===== src/hdl/mtclcd_pkg.sv =====
// ----------------------------------------------------------------------------
// mtclcd_pkg
// Types, codes and the byte expansion shared by the serial LCD writer.
// ----------------------------------------------------------------------------
package mtclcd_pkg;

	localparam int unsigned FRAME_BITS = 40;
	localparam int unsigned COUNT_BITS = 6;

	localparam logic [1:0] MODE_PIXEL = 2'd0;
	localparam logic [1:0] MODE_CMD   = 2'd1;
	localparam logic [1:0] MODE_DATA  = 2'd2;

	localparam logic [7:0] ROW_BYTES_RESET = 8'd20;
	localparam logic [7:0] PAD_BYTE        = 8'h00;

	localparam logic [COUNT_BITS-1:0] BITS_ONE_BYTE   = 6'd8;
	localparam logic [COUNT_BITS-1:0] BITS_PIXEL      = 6'd32;
	localparam logic [COUNT_BITS-1:0] BITS_PIXEL_PAD  = 6'd40;

	// Everything the serializer needs to send the bytes of one transaction.
	typedef struct packed {
		logic [FRAME_BITS-1:0] bits;
		logic [COUNT_BITS-1:0] nbits;
		logic                  sel;
	} frame_t;

	// One pixel pair becomes a byte: high nibble from the left pixel.
	function automatic logic [7:0] pixel_pair(input logic left, input logic right);
		pixel_pair = {{4{left}}, {4{right}}};
	endfunction

	// Builds the serial frame for one input, left aligned so the MSB goes first.
	function automatic frame_t build_frame(input logic [1:0] mode, input logic [7:0] value,
		input logic pad);
		frame_t f;
		f.bits  = {value, 32'h0};
		f.nbits = BITS_ONE_BYTE;
		f.sel   = 1'b1;
		unique case (mode)
			MODE_CMD: begin
				f.sel = 1'b0;
			end
			MODE_PIXEL: begin
				f.bits = {pixel_pair(value[7], value[6]), pixel_pair(value[5], value[4]),
					pixel_pair(value[3], value[2]), pixel_pair(value[1], value[0]),
					PAD_BYTE};
				f.nbits = pad ? BITS_PIXEL_PAD : BITS_PIXEL;
			end
			default: begin
				f.sel = 1'b1;
			end
		endcase
		build_frame = f;
	endfunction

endpackage


===== src/hdl/mtclcd_shifter.sv =====
// ----------------------------------------------------------------------------
// mtclcd_shifter
// Serializes a loaded frame one bit per accepted result, with byte framing.
// ----------------------------------------------------------------------------
module mtclcd_shifter (
	input  logic                clk,
	input  logic                arst_n,
	input  logic                load_valid,
	output logic                load_ready,
	input  mtclcd_pkg::frame_t  frame,
	output logic                out_valid,
	input  logic                out_ready,
	output logic                serial_bit,
	output logic                select_data,
	output logic                byte_first,
	output logic                byte_last,
	output logic                run_last
);

	logic                                    busy_q;
	logic [mtclcd_pkg::FRAME_BITS-1:0]       bits_q;
	logic [mtclcd_pkg::COUNT_BITS-1:0]       remain_q;
	logic [2:0]                              bitpos_q;
	logic                                    sel_q;
	logic                                    last_bit;

	assign last_bit   = (remain_q == mtclcd_pkg::COUNT_BITS'(1));
	assign load_ready = !busy_q || (out_ready && last_bit);

	always_ff @(posedge clk or negedge arst_n) begin
		if (!arst_n) begin
			busy_q   <= 1'b0;
			remain_q <= '0;
			bitpos_q <= '0;
		end else if (load_valid && load_ready) begin
			busy_q   <= 1'b1;
			remain_q <= frame.nbits;
			bitpos_q <= '0;
		end else if (busy_q && out_ready) begin
			busy_q   <= !last_bit;
			remain_q <= remain_q - mtclcd_pkg::COUNT_BITS'(1);
			bitpos_q <= bitpos_q + 3'd1;
		end
	end

	always_ff @(posedge clk) begin
		if (load_valid && load_ready) begin
			bits_q <= frame.bits;
			sel_q  <= frame.sel;
		end else if (busy_q && out_ready) begin
			bits_q <= {bits_q[mtclcd_pkg::FRAME_BITS-2:0], 1'b0};
		end
	end

	assign out_valid   = busy_q;
	assign serial_bit  = bits_q[mtclcd_pkg::FRAME_BITS-1];
	assign select_data = sel_q;
	assign byte_first  = (bitpos_q == 3'd0);
	assign byte_last   = (bitpos_q == 3'd7);
	assign run_last    = last_bit;

endmodule


===== src/hdl/mono_to_color_lcd_serial_writer_unit.sv =====
// ----------------------------------------------------------------------------
// mono_to_color_lcd_serial_writer_unit
// Serial LCD byte writer with monochrome to 4-bit-per-pixel expansion.
// ----------------------------------------------------------------------------
// The first serial bit is offered once the input has passed the input register
// and been loaded into the bit shifter. The shifter sends one serial bit per
// cycle while out_ready is high: 8 bits for a command or raw data byte, 32 for
// a pixel byte, 40 for a pixel byte that closes a row. A new input is taken
// while the previous one shifts. Reset clears the column counter, the pipeline
// valid flags and sets the row length to 20; there is no clearing pass.
module mono_to_color_lcd_serial_writer_unit (
	input  logic       clk,
	input  logic       arst_n,
	// Configuration: row length; the user writes it only while the block is idle, which the block does not enforce.
	input  logic       cfg_valid,
	output logic       cfg_ready,
	input  logic [7:0] cfg_data,
	// Input channel.
	input  logic       in_valid,
	output logic       in_ready,
	input  logic [1:0] mode,
	input  logic [7:0] value,
	// Result channel, one transaction per serial bit.
	output logic       out_valid,
	input  logic       out_ready,
	output logic       serial_bit,
	output logic       select_data,
	output logic       byte_first,
	output logic       byte_last,
	output logic       run_last
);

	logic [7:0]          row_bytes_q;
	logic [7:0]          column_count_q;
	logic [8:0]          col_next;
	logic [8:0]          row_limit;
	logic                row_pad;
	logic                in_fire;
	logic                item_known;
	logic                valid_s1;
	logic                load_ready;
	mtclcd_pkg::frame_t  frame_s1;

	// The register is always writable; the user only writes it while idle.
	assign cfg_ready = 1'b1;

	always_ff @(posedge clk or negedge arst_n) begin
		if (!arst_n) begin
			row_bytes_q <= mtclcd_pkg::ROW_BYTES_RESET;
		end else if (cfg_valid) begin
			row_bytes_q <= cfg_data;
		end
	end

	// A row length of zero stands for 256 bytes. The pad byte follows the
	// pixel byte that brings the count to the row length or past it, which
	// also covers a row length lowered below the current count.
	assign col_next  = {1'b0, column_count_q} + 9'd1;
	assign row_limit = (row_bytes_q == 8'd0) ? 9'd256 : {1'b0, row_bytes_q};
	assign row_pad   = (col_next >= row_limit);

	// The input register may take a new item when it is empty or when its
	// frame moves into the shifter in this same cycle.
	assign in_ready   = !valid_s1 || load_ready;
	assign in_fire    = in_valid && in_ready;
	assign item_known = (mode == mtclcd_pkg::MODE_PIXEL) || (mode == mtclcd_pkg::MODE_CMD)
		|| (mode == mtclcd_pkg::MODE_DATA);

	// Only pixel bytes advance the column counter; the unused mode code is
	// accepted and dropped without any result.
	always_ff @(posedge clk or negedge arst_n) begin
		if (!arst_n) begin
			column_count_q <= '0;
		end else if (in_fire && (mode == mtclcd_pkg::MODE_PIXEL)) begin
			column_count_q <= row_pad ? 8'd0 : col_next[7:0];
		end
	end

	always_ff @(posedge clk or negedge arst_n) begin
		if (!arst_n) begin
			valid_s1 <= 1'b0;
		end else if (in_fire) begin
			valid_s1 <= item_known;
		end else if (load_ready) begin
			valid_s1 <= 1'b0;
		end
	end

	// The byte expansion is done on the way into the input register.
	always_ff @(posedge clk) begin
		if (in_fire) begin
			frame_s1 <= mtclcd_pkg::build_frame(mode, value, row_pad);
		end
	end

	mtclcd_shifter u_shifter (
		.clk         (clk),
		.arst_n      (arst_n),
		.load_valid  (valid_s1),
		.load_ready  (load_ready),
		.frame       (frame_s1),
		.out_valid   (out_valid),
		.out_ready   (out_ready),
		.serial_bit  (serial_bit),
		.select_data (select_data),
		.byte_first  (byte_first),
		.byte_last   (byte_last),
		.run_last    (run_last)
	);

endmodule

===== config.mk =====
export PLATFORM = sky130hd
export DESIGN_NAME = mono_to_color_lcd_serial_writer_unit
export DESIGN_NICKNAME = d
export VERILOG_FILES = /design/src/hdl/mtclcd_pkg.sv /design/src/hdl/mtclcd_shifter.sv /design/src/hdl/mono_to_color_lcd_serial_writer_unit.sv
export SDC_FILE = /design/constraint.sdc
export NUM_CORES = 1
export LEC_CHECK = 0
export ABC_AREA = 0
export BUFFER_PORTS_ARGS = -buffer_cell sky130_fd_sc_hd__buf_2
export CAP_MARGIN = 10
export CORE_MARGIN = 5
export CORE_UTILIZATION = 40
export CTS_BUF_LIST = sky130_fd_sc_hd__clkbuf_16
export CTS_CLUSTER_DIAMETER = 50
export DETAILED_ROUTE_END_ITERATION = 8
export HOLD_SLACK_MARGIN = 0.06
export PLACE_DENSITY_LB_ADDON = 0.15
export SLEW_MARGIN = 10
export SYNTH_ARGS = -nofsm -noshare
export SYNTH_HDL_FRONTEND = slang
export SYNTH_SLANG_ARGS = --single-unit

===== constraint.sdc =====
create_clock -name clk -period 2.4 [get_ports clk]
set_input_delay 0.24 -clock clk [delete_from_list [all_inputs] [get_ports clk]]
set_output_delay 0.24 -clock clk [all_outputs]
set_load 0.01 [all_outputs]

# After elaboration in Yosys (flattened, before gate mapping)
# Cells that the tools add are included.
totals:
  out_inout_bits: 8
  regBits: 112
op_classes:
  muxes: 15
  n_lt_le_gt_ge: 1
  n_reduce_logical: 17
  n_eq_ne: 4
  addsub: 3
ops:
  columns: ["op", "n"]
  rows:
  - ["40-bit two-way mux", 2]
  - ["45-bit two-way mux", 1]
  - ["6-bit two-way mux", 2]
  - ["8-bit by 1-bit adder with 9-bit output (second input constant)", 1]
  - ["9-bit greater-or-equal comparator", 1]
  - ["9-bit two-way mux", 1]
  - ["8-bit zero test", 1]
  - ["8-bit two-way mux", 1]
  - ["6-bit by 1-bit equality test with 1-bit output (second input constant)", 1]
  - ["3-bit two-way mux", 2]
  - ["6-bit by 1-bit subtractor with 6-bit output (second input constant)", 1]
  - ["1-bit logical AND", 5]
  - ["1-bit two-way mux", 5]
  - ["1-bit logical OR", 4]
  - ["4-bit two-way mux", 1]
  - ["2-bit nonzero test", 2]
  - ["3-bit by 1-bit adder with 3-bit output (second input constant)", 1]
  - ["3-bit equality test (second input constant)", 1]
  - ["1-bit zero test", 3]
  - ["3-bit zero test", 1]
  - ["2-bit by 1-bit equality test with 1-bit output (second input constant)", 1]
  - ["2-bit equality test (second input constant)", 1]
  - ["2-bit zero test", 1]

# Logic depth before layout (Yosys ltp)
# Gate-level depths: netlist of run 1.
logic_depth:
  word_depth: 6
  ltp_mapped: 9

# Modules after synthesis
# A second synthesis of run 1 with hierarchy kept.
unflattened:
  cells_unflattened: 316
  hier_area_um2: 4067.7
by_module_without_submodules:
  columns: ["mod", "area_per_inst_um2", "cells_per_inst", "instances"]
  rows:
  - ["mtclcd_shifter", 2351.0, 152, 1]
  - ["mono_to_color_lcd_serial_writer_unit", 1716.6, 164, 1]

# Worst setup path after synthesis of run 1
# No wires, ideal clock.
synth_path:
  kind: "flip-flop to flip-flop"
  from: "register column_count_q[0]"
  to: "register frame_s1[4] (netlist name) (data pin)"
  slack_ns: 0.145
  setup_ns: 0.266
  path_buffers: 0
  arrival_ns: 1.989
  path_stages_with_launch: 10
  path_cell_list: "dfrtp_1 -> ha_1 -> nand3_1 -> or3_1 -> nand2_1 -> ha_1 -> a21oi_1 -> o211ai_1 -> a211oi_4 -> inv_1"
synth_between:
  elab_chain_len: 3
synth_rtl:
  columns: ["element", "line_no", "rtl"]
  rows:
  - ["start, declared", "mono_to_color_lcd_serial_writer_unit.sv:34", "logic [7:0] column_count_q;"]
  - ["start signal, assigned", "mono_to_color_lcd_serial_writer_unit.sv:75", "column_count_q <= row_pad ? 8'd0 : col_next[7:0];"]
  - ["8-bit by 1-bit adder with 9-bit output", "mono_to_color_lcd_serial_writer_unit.sv:58", "assign col_next = {1'b0, column_count_q} + 9'd1;"]
  - ["9-bit greater-or-equal comparator", "mono_to_color_lcd_serial_writer_unit.sv:60", "assign row_pad = (col_next >= row_limit);"]
  - ["4-bit two-way mux", "mtclcd_pkg.sv:48", "f.nbits = pad ? BITS_PIXEL_PAD : BITS_PIXEL;"]
  - ["end signal, assigned", "mono_to_color_lcd_serial_writer_unit.sv:92", "frame_s1 <= mtclcd_pkg::build_frame(mode, value, row_pad);"]
  - ["end, declared", "mono_to_color_lcd_serial_writer_unit.sv:42", "mtclcd_pkg::frame_t frame_s1;"]
# Every way passes these cells.
# A chain may end at the register's enable or synchronous reset.

# Final worst setup path of run 1
# Ends and elaborated chain as after synthesis.

==> results.md, run 1 <==
* CTS root buf: clkbuf_16
* Net Sw Frac at 0.260
* Worst Skew at about 7.4 ps
* Crit-path max FO at 4
* Core Util, Final at 0.483
* CP Capture Type: register
* Clock Sinks at 77
* Pint at 2.41 mW
* Initial antenna violation count at 0
* Nets at 392
* Family with the most delay on the worst path: simple AND/OR/NAND/NOR gates
* RSZ-0062 raised after global routing: false
* Vias in the first global route at roughly 2,300
* Number of warnings issued by yosys at 0
* Fin. max-slew vios at 0
* Final hold viol count at 0
* First-pass GRT wire length at about 11,000 µm
* Initial Util at 0.412
* GR Util All Layers at 0.125
* Overall die height at about 110 µm
* Number of enable flip-flop cells after synthesis at 50
* P per Cell Area at ~770 mW/mm²
* Critical path type: reg -> reg
* Port Buf Inserts at 29
* Post-route ant nets at 0
* Post-synthesis sequential area ratio at 0.603
* M2 GR Usage at 0.188
* Worst vdd ir at 476 µV
* Clock power frac at 0.398
* Mapped Cells at roughly 310
* Die area at ~0.011 mm²
* DPL Wire Length at between 4000 and 5000 µm
* Multi-input gate area at about 0.0012 mm²
* Grt total ovfl at 0
* Worst Path Required at 2490 ps
* Met3 Usage GRT at 0.0339
* Ys async rst share at 0.351
* Detailed Routing Iterations Pass 1 at 4
* Area growth syn-to-layout at 17.1%
* Lkg Pwr at approximately 1.8 nW
* Met1 Use GR at 0.172
* TritonCTS buffer count at 9
* Num ports at 31
* Comb power frac at 0.105
* Run status: complete, no violations
* Final period utilization at 0.932
* Clk pin slew, worst setup/hold paths at about 60 ps
* Syn_nets at roughly 350
* Flop pwr share at 0.498
* Switching power total at approximately 0.85 mW
* GRT Max-Usage Layer: met2
* CP peak stage delay at around 380 ps
* Critical path buffer and inverter count at 2
* Hold/Removal Path Class: in -> reg
* Max_slew headroom at 0.591
* Seq. cell area at approximately 0.0022 mm²
* Final WL at around 6500 µm
* CTS Buffer Depth at 2
* Least-Margin Pin Slew at between 600 and 700 ps
* Post-layout min period at between 2000 and 2500 ps
* CP Cell Sequence: ha_2 -> nand3_2 -> or3_1 -> nand2_1 -> ha_1 -> a21oi_2 -> o211ai_1 -> a211oi_4 -> buf_4 -> inv_1
* Die X at about 110 µm
* DRC viols at 0
* # rows at 34
* Vias/cell at between 5 and 6
* Syn_area_per_cell at ~12 µm²
* Slowest CP cell: or3_1
* Routed vias at roughly 2,400
* Ant. Diodes at 0
* Total core area at between 0.008 and 0.009 mm²
* Synth Flop Type: edfxtp_1
* Setup TNS at 0 ps
* CTS tree: done
* CP Launch Type: register
* Arrival @ worst endpoint at roughly 2300 ps
* Clock Latency Late Sink at 330 ps
* Max Fclk at 447 MHz
* Filler Cell Count at just over 800
* Wirelength per Cell at around 14 µm
* Post-synthesis register bit count at 77
* Pin count of the biggest net entering global routing at 36
* Netlist cell types at 52
* H-tree Lvls at 3
* DRC violation total after the first TritonRoute iteration at 51
* Layout cells sized above 1 at 0.201
* Mapped cell area at ~0.0036 mm²
* Final RePlAce weighted congestion at just over 0.7
* Setup violations, final at 0
* Max-cap violations at 0
## timing repair
item | CTS | global route
hold endpoints to repair | 25 | 0
buffers inserted | 0 | 0
hold buffers | 1 | 0
gates resized for setup | 0 | 4
endpoints found under the setup margin | 0 | 7
## area by class of cell
type	instances	area share
inverter	42	0.0373
timing repair buffer	41	0.0592
sequential	77	0.515
tap	108	0.0319
clock inverter	7	0.0145
multi-input combinational	183	0.289
clock buffer	9	0.0532
## worst paths after layout
check,start,slack [ps],end,depth (start not counted)
max in group asynchronous,arst_n,1540,column_count_q[6],2
worst min-delay path,value[7],110,frame_s1[46],1
worst min register to register,frame_s1[0],480,u_shifter.select_data,0
min in group asynchronous,arst_n,460,row_bytes_q[0],2
worst max register to register,column_count_q[0],160,frame_s1[4],10
worst max-delay path,column_count_q[0],160,frame_s1[4],10
## registers in the layout, indices dropped and copies added (netlist names)
| name | flops |
|---|---|
| u_shifter.bits_q | 32 |
| valid_s1 | 1 |
| frame_s1 | 17 |
| u_shifter.remain_q | 6 |
| column_count_q | 8 |
| row_bytes_q | 8 |
| u_shifter.select_data | 1 |
| u_shifter.out_valid | 1 |
| u_shifter.bitpos_q | 3 |
## power groups by stage
stage               Combinational (mW)  Sequential [mW]  Clock (mW)
detailed placement               0.346             1.65           0
global route                     0.404             1.64        1.38
finish                           0.341             1.62        1.30
CTS                              0.349             1.62        1.32
floorplan                        0.239             1.63           0
global placement                 0.337             1.65           0
## layout by cell type, fill, tap and decap left out, types with 3 or more instances in the layout
cell       Yosys  final
xor2_1         3      3
a22o_1         4      4
clkbuf_16      0      9
edfxtp_1      50     50
buf_4          1     10
o21ai_0       33     33
dfrtp_1       25     25
mux2_1         8      8
nand2b_1       4      4
a32o_1         4      4
and2_1         7      7
inv_6          0      4
nand3_1       13     12
a21oi_1        4      3
buf_2          2     29
inv_1         41     41
ha_1          15     14
nand2_1       41     41
o21ai_1        6      6
nor2_1         5      5
## cell usage after synthesis (5+ instances only)
cell / instances / area, µm²
ha_1: 15 / 188
mux2_1: 8 / 90.1
dfrtp_1: 25 / 626
and2_1: 7 / 43.8
edfxtp_1: 50 / 1500
nand2_1: 41 / 154
inv_1: 41 / 154
nand3_1: 13 / 65.1
o21ai_1: 6 / 30.0
nor2_1: 5 / 18.8
o21ai_0: 33 / 165
clkbuf_1: 5 / 18.8
## per-stage QoR
| stage | instances | hold slack [ps] | setup slack (ps) | power [mW] | cell area, µm² |
|---|---|---|---|---|---|
| final | 467 | 106 | 163 | 3.26 | 4230 |
| after CTS | 467 | 95.9 | 94.9 | 3.29 | 4210 |
| after floorplan | 313 | -55.6 | 145 | 1.87 | 3610 |
| after global routing | 467 | 101 | 11.7 | 3.42 | 4230 |
| after detailed placement | 450 | 296 | 111 | 1.99 | 3920 |
| after global placement | 450 | 298 | 159 | 1.98 | 3920 |
## metal layers
metal	part of all wire	wire length, µm	up-vias
met5	0	0	-
met4	0.015	100	0
met2	0.46	2980	31
met3	0.035	228	9
met1	0.49	3200	1130
li1	-	-	1181
## cells by family (layout without fill, tap and decap cells)
group                    Yosys count  count (layout)  synth area share
AO/OA/AOI/OAI                     66              66             0.119
XOR/XNOR                           5               5            0.0121
adder cells (fa/ha/maj)           15              15            0.0520
buffers and inverters             53              99            0.0630
flip-flops                        77              77             0.603
multiplexers                      10              10            0.0319
other                              1               1           0.00104
AND/OR/NAND/NOR                   86              86             0.118
(Power assumes the default switching activity.)
==> run 2: changes to the inputs <==
--- a/config.mk
+++ b/config.mk
@@ -5,7 +5,7 @@
 export SDC_FILE = /design/constraint.sdc
 export NUM_CORES = 1
 export LEC_CHECK = 0
-export ABC_AREA = 0
+export ABC_AREA = 1
 export BUFFER_PORTS_ARGS = -buffer_cell sky130_fd_sc_hd__buf_2
 export CAP_MARGIN = 10
 export CORE_MARGIN = 5
==> run 2 against run 1 <==
  * Synthesized area is 0.35% higher
  * Sequential power is 8% higher
  * First-iteration DRC count is 37% higher
  * Register-to-register slack better by 80 ps
  * Wire length is 1.9% higher
  * Sequential cell count stayed put
==> results.md, run 2 <==
* Run status: complete, no violations
* First-pass GRT wire length at 11,500 µm (+2.6%)
* Post-synth top area share at 0.414 (-0.00143)
* CTS tree: done
* Slowest CP cell: dfrtp_1
* Commonest non-fill, non-tap cells in the layout: nand2_1 (154), edfxtp_1 (50), inv_1 (47)
* Final period utilization at 0.899 (-0.0330)
* Final RePlAce weighted congestion at 0.761 (+6.2%)
* Max Fclk at 463 MHz (+3.7%)
* Worst Path Required at 2670 ps (+180 ps)
* Initial Util at 0.414 (+0.00143)
* Crit-path max FO at 8 (+4)
* CP Cell Sequence: ha_1 -> nand3_1 -> nor2_1 -> nand3_1 -> nand2_1 -> inv_1 -> ha_1 -> nand2_1 -> nand2_1 -> nand3_1 -> nand3_1 -> a21oi_2 -> buf_4 -> nand2_1 -> nand2_1
* Vias in the first global route at 2,472 (+6.9%)
* CP Capture Type: register
* DRC violation total after the first TritonRoute iteration at 70 (+37%)
* Total core area at 0.00876 mm² (unchanged)
* Max_slew headroom at 0.584 (-0.00765)
* Critical path buffer and inverter count at 2 (unchanged)
* Die area at 0.0111 mm² (+0.31%)
* CTS Buffer Depth at 2 (unchanged)
* Synth Flop Type: edfxtp_1
* GR Util All Layers at 0.128 (+0.00298)
* Pin count of the biggest net entering global routing at 43 (+19%)
* Number of warnings issued by yosys at 0 (unchanged)
* Number of enable flip-flop cells after synthesis at 50 (unchanged)
* Initial antenna violation count at 0 (unchanged)
* Area growth syn-to-layout at 17.3%
* Overall die height at 105 µm (+0.16%)
* Total power at 3.83 mW (+18%)
* Setup TNS at 0 ps (unchanged)
* DRC viols at 0 (unchanged)
* Wirelength per Cell at 12.4 µm (-11%)
* Setup violations, final at 0 (unchanged)
* Syn_area_per_cell at 9.44 µm² (-18%)
* Port Buf Inserts at 29 (unchanged)
* Arrival @ worst endpoint at 2420 ps (+90 ps)
* Lkg Pwr at 2.11 nW (+15%)
* Largest regs: u_shifter.bits_q x32, frame_s1 x17
* DPL Wire Length at 4480 µm (-1.9%)
* Nets at 460 (+17%)
* H-tree Lvls at 3 (unchanged)
* Clock Sinks at 77 (unchanged)
* Grt total ovfl at 0 (unchanged)
* Die X at 105 µm (+0.16%)
* Final WL at 6630 µm (+1.9%)
* Largest Register: u_shifter.bits_q
* Clk pin slew, worst setup/hold paths at 60 ps (about the same)
* Most frequent CP cell: nand2_1
* Critical path type: reg -> reg
* Netlist cell types at 32 (-38%)
* Max FFs per register at 32 (unchanged)
* # rows at 34 (unchanged)
* Cell area after layout at 0.00425 mm² (+0.47%)
* Ys async rst share at 0.351 (unchanged)
* Mapped cell area at 0.00362 mm² (+0.35%)
* Most area-consuming cells after synthesis: edfxtp_1 (41%), dfrtp_1 (17%), nand2_1 (16%), ha_1 (5.2%), inv_1 (4.9%)
* Clock Latency Late Sink at 330 ps (about the same)
* Routed vias at 2,508 (+6.7%)
* CP peak stage delay at 390 ps (about the same)
* Fin. max-slew vios at 0 (unchanged)
* Largest area contributor in the netlist: edfxtp_1
* Multi-input gate area at 0.00122 mm² (-0.41%)
* Post-route ant nets at 0 (unchanged)
* Ant. Diodes at 0 (unchanged)
* Hold/Removal Path Class: in -> reg
* Num ports at 31 (unchanged)
* CP Launch Type: register
* Syn_nets at 422 (+20%)
* Final hold viol count at 0 (unchanged)
* Post-synth top cells: nand2_1 (154), edfxtp_1 (50), inv_1 (47)
* Family with the most delay on the worst path: simple AND/OR/NAND/NOR gates
* Detailed Routing Iterations Pass 1 at 5 (+1)
* Worst Skew at 8.06 ps (+0.615 ps)
* Post-synthesis register bit count at 77 (unchanged)
* RSZ-0062 raised after global routing: false
* Layout cells sized above 1 at 0.143 (-0.0577)
* TritonCTS buffer count at 9 (unchanged)
* P per Cell Area at 901 mW/mm² (+17%)
* Vias/cell at 4.69 (-6.9%)
* Post-synthesis sequential area ratio at 0.601 (-0.00208)
* Seq. cell area at 0.00218 mm² (unchanged)
* Post-layout min period at 2160 ps (-79.3 ps)
* Least-Margin Pin Slew at 624 ps (+11.5 ps)
* Hold slack final at 114 ps (+8.13 ps)
* Mapped Cells at 384 (+23%)
* CTS root buf: clkbuf_16
* Max-cap violations at 0 (unchanged)
* Commonest non-fill, non-tap cell in the layout: nand2_1
* Filler Cell Count at 836 (+2.2%)
* Placed cell area at 0.00391 mm² (-0.22%)
* Worst vdd ir at 411 µV (-14%)
* Count leader, synth: nand2_1
[run 2: cell count changes in the layout (fill, tap and decap cells not counted), sizes merged, moves of 4 or more]
| cell | change |
|---|---|
| a22o | -4 |
| clkinv | +4 |
| buf | -5 |
| o21ai | -20 |
| nor2 | +19 |
| nand2 | +115 |
| a32o | -4 |
| and2 | -8 |
| nand2b | -4 |
| mux2 | -8 |
[run 2: tightest hold or removal path: stages]
cell and delay (ps):
buf_2 70, nand2_1 40, o21ai_0 50
[run 2: logic make-up after synthesis]
family	after synthesis	share of synthesized area
buf+inv	57	0.0652
flops	77	0.601
mux	1	0.00311
simple gates	203	0.227
fa+ha+maj	15	0.0518
compound gates	25	0.0383
xor+xnor	5	0.0121
other cells	1	0.00103
[run 2: worst paths after layout]
kind	endpoint	cells after the start	from	slack [ps]
worst max-delay path	column_count_q[6]	15	column_count_q[0]	240
worst max register to register	column_count_q[6]	15	column_count_q[0]	240
worst min-delay path	row_bytes_q[3]	3	cfg_data[3]	110
max in group asynchronous	row_bytes_q[5]	2	arst_n	1520
min in group asynchronous	u_shifter.bitpos_q[0]	2	arst_n	460
worst min register to register	u_shifter.select_data	0	frame_s1[0]	420
[run 2: area by class of cell]
class	count	area share
Sequential cell	77	0.513
Multi-Input combinational cell	250	0.286
Clock buffer	9	0.0530
Timing Repair Buffer	36	0.0500
Inverter	48	0.0430
Tap cell	108	0.0318
Clock inverter	7	0.0233
[run 2: metrics by stage]
step            util  std cells  setup WS (ps)
3_5_place_dp   0.446        517            237
2_1_floorplan      -        384            264
6_report       0.485        535            242
3_3_place_gp   0.446        517            301
5_1_grt        0.485        535           16.0
4_1_cts        0.484        534            205
[run 2: power by group]
part / switching, mW / total [mW] / internal [mW]
logic: 0.375 / 0.621 / 0.246
registers: 0.102 / 1.75 / 1.65
clock network: 0.546 / 1.46 / 0.916
total: 1.02 / 3.83 / 2.81
[run 2: metal layers]
metal  wire length, µm  global-route usage  vias to the layer above  share of wire
met5                 0                   0                        -              0
met4                39              0.0329                        0         0.0059
met3               208              0.0382                        4          0.031
met2              3280               0.214                       33           0.50
met1              3100               0.161                     1170           0.47
li1                  -                   -                     1301              -
[run 2: timing repair]
action,CTS,global route
hold buffers,1,0
setup buffers,0,1
hold endpoints to repair,25,0
endpoints found under the setup margin,0,1
resized for setup,0,0
==> run 3: changes to the inputs <==
==> constraint.sdc (replaced) <==
create_clock -name clk -period 2.07 [get_ports clk]
set_input_delay 0.207 -clock clk [delete_from_list [all_inputs] [get_ports clk]]
set_output_delay 0.207 -clock clk [all_outputs]
set_load 0.01 [all_outputs]
==> run 3 against run 2 <==
  * Clock power rose by 12%
  * Utilization increased by 3.4 points
  * Via count up 2.7%
  * Sequential share of layout area down 3.3 points
  * Hold slack lost 39 ps
  * Total power increased by 18%
  * Clock-buffer cell count stayed put
  * Clock skew shrank 2.1 ps
  * Largest power group unchanged
==> results.md, run 3 (synthesis gave the netlist of run 2 again) <==
* Post-layout min period at 2060 ps (-99.1 ps)
* Final RePlAce weighted congestion at 0.789 (+3.7%)
* Routed vias at 2,575 (+2.7%)
* Port Buf Inserts at 29 (unchanged)
* Switching power total at 1.30 mW (+27%)
* Area growth syn-to-layout at 25.5%
* Hold_sp: cfg_data[1]
* Grt total ovfl at 0 (unchanged)
* Largest regs: u_shifter.bits_q x32, frame_s1 x17
* Overall die height at 105 µm (unchanged)
* Commonest non-fill, non-tap cell in the layout: nand2_1
* Detailed Routing Iterations Pass 1 at 4 (-1)
* Final hold viol count at 0 (unchanged)
* R2r worst-path depth at 12 (-3)
* Flop pwr share at 0.452 (-0.004)
* Multi-input gate area at 0.00146 mm² (+20%)
* Wirelength per Cell at 13.1 µm (+5.5%)
* Initial Util at 0.414 (unchanged)
* CP peak stage delay at 400 ps (about the same)
* Max-cap violations at 0 (unchanged)
* Max_slew headroom at 0.572 (-0.0122)
* Max Fclk at 486 MHz (+4.8%)
* Setup violations, final at 0 (unchanged)
* Critical path buffer and inverter count at 1 (-1)
* Crit-path max FO at 8 (unchanged)
* Nets at 466 (+1.3%)
* Commonest non-fill, non-tap cells in the layout: nand2_1 (138), edfxtp_1 (50), inv_1 (44)
* Post-route ant nets at 0 (unchanged)
* WHS Endpoint: row_bytes_q[1]
* Ant. Diodes at 0 (unchanged)
* CP Capture Type: register
* Arrival @ worst endpoint at 2330 ps (-90 ps)
* # rows at 34 (unchanged)
* DRC viols at 0 (unchanged)
* Initial antenna violation count at 0 (unchanged)
* Post-Layout Cell Count at 541 (+1.1%)
* Largest Register: u_shifter.bits_q
* Final WL at 7070 µm (+6.7%)
* H-tree Lvls at 3 (unchanged)
* GR Util All Layers at 0.131 (+0.00284)
* Reg2Reg Setup Slack at 10 ps (-230 ps)
* Clock Sinks at 77 (unchanged)
* Final period utilization at 0.995 (+0.0955)
* P per Cell Area at 990 mW/mm² (+9.8%)
* CTS Buffer Depth at 2 (unchanged)
* Hold depth at 3 (unchanged)
* Family with the most delay on the worst path: simple AND/OR/NAND/NOR gates
* Layout cells sized above 1 at 0.252 (+0.109)
* Clock power frac at 0.363 (-0.019)
* Total power at 4.50 mW (+18%)
* DPL Wire Length at 4670 µm (+4.1%)
* Comb power frac at 0.185 (+0.023)
* Total core area at 0.00876 mm² (unchanged)
* Clock Latency Late Sink at 330 ps (about the same)
* CTS tree: done
* Max FFs per register at 32 (unchanged)
* Vias/cell at 4.76 (+1.5%)
* Filler Cell Count at 809 (-3.2%)
* Net Sw Frac at 0.288 (+0.0210)
* Seq. cell area at 0.00218 mm² (about the same)
* Die area at 0.0111 mm² (unchanged)
* Fin. max-slew vios at 0 (unchanged)
* Reg-to-reg endpoint: column_count_q[6]
* Pin count of the biggest net entering global routing at 28 (-35%)
* DRC violation total after the first TritonRoute iteration at 107 (+53%)
* Critical path type: reg -> reg
* CP Cell Sequence: ha_4 -> nand3_4 -> nor2_4 -> nand3_2 -> nor2_2 -> ha_4 -> a21oi_2 -> nand3_2 -> a21oi_4 -> buf_8 -> nand2_2 -> nand2_2
* Vias in the first global route at 2,498 (+1.1%)
* Hold/Removal Path Class: in -> reg
* RR Startpoint: column_count_q[0]
* Clk pin slew, worst setup/hold paths at 70 ps (about the same)
* Dpl cells at 521 (+0.77%)
* Worst vdd ir at 399 µV (-2.9%)
* RSZ-0062 raised after global routing: true
* Least-Margin Pin Slew at 643 ps (+18.3 ps)
* Die X at 105 µm (unchanged)
* Pint at 3.20 mW (+14%)
* TritonCTS buffer count at 9 (unchanged)
* First-pass GRT wire length at 11,800 µm (+2.0%)
* Lkg Pwr at 2.16 nW (+2.2%)
* Run status: complete, no violations
* Worst Skew at 5.95 ps (-2.11 ps)
* Slowest CP cell: dfrtp_1
* Num ports at 31 (unchanged)
* CTS root buf: clkbuf_16
* Worst Path Required at 2340 ps (-330 ps)
* CP Launch Type: register
run 3: repair_timing:
| item | in CTS | in global routing |
|---|---|---|
| endpoints found under the setup margin | 9 | 9 |
| endpoints found under the hold margin | 25 | 0 |
| setup buffers | 2 | 1 |
| hold buffers | 1 | 0 |
| pin swaps | 3 | 24 |
| resized for setup | 4 | 48 |
run 3: stage by stage:
| stage | hold slack [ps] | setup WS [ps] | instance area [µm²] | TNS, ps | util |
|---|---|---|---|---|---|
| 2_1_floorplan | -88.6 | 3.16 | 3630 | 0 | - |
| 3_3_place_gp | 273 | 4.22 | 3960 | 0 | 0.452 |
| 3_5_place_dp | 266 | -78.4 | 3960 | -593 | 0.452 |
| 4_1_cts | 74.6 | 0.452 | 4310 | 0 | 0.492 |
| 5_1_grt | 95.6 | -95.3 | 4550 | -677 | 0.519 |
| 6_report | 75.3 | 11.4 | 4550 | 0 | 0.519 |
run 3: cell type report:
cell class,count,area share
Clock buffer,9,0.0495
Timing Repair Buffer,42,0.0627
Sequential cell,77,0.480
Clock inverter,7,0.0182
Tap cell,108,0.0297
Inverter,48,0.0402
Multi-Input combinational cell,250,0.320
run 3: worst max-delay path by stage:
stage | start | end | slack [ps] | depth (start not counted)
final | column_count_q[0] | column_count_q[6] | 10 | 12
after global routing | column_count_q[1] | column_count_q[6] | -100 | 16
after CTS | column_count_q[1] | column_count_q[6] | 0.5 | 13
after detailed placement | column_count_q[0] | column_count_q[6] | -80 | 15
after global placement | column_count_q[0] | column_count_q[6] | 4 | 15
after floorplan | column_count_q[0] | frame_s1[4] | 3 | 11
run 3: power by group through the flow:
| stage | logic [mW] | registers [mW] | clock network (mW) |
|---|---|---|---|
| floorplan | 0.540 | 2.03 | 0 |
| global route | 0.974 | 2.06 | 1.73 |
| global placement | 0.745 | 2.05 | 0 |
| finish | 0.834 | 2.03 | 1.63 |
| detailed placement | 0.760 | 2.06 | 0 |
| CTS | 0.790 | 2.02 | 1.65 |
run 3: layer usage:
metal,global-route usage,wire (µm),share of wire
met1,0.171,3160,0.45
met2,0.209,3480,0.49
met3,0.0247,263,0.037
met4,0.0612,171,0.024
met5,0,0,0
run 3: worst min-delay path: stages:
cell     delay (ps)
buf_2            80
nand2_1          40
o21ai_0          50
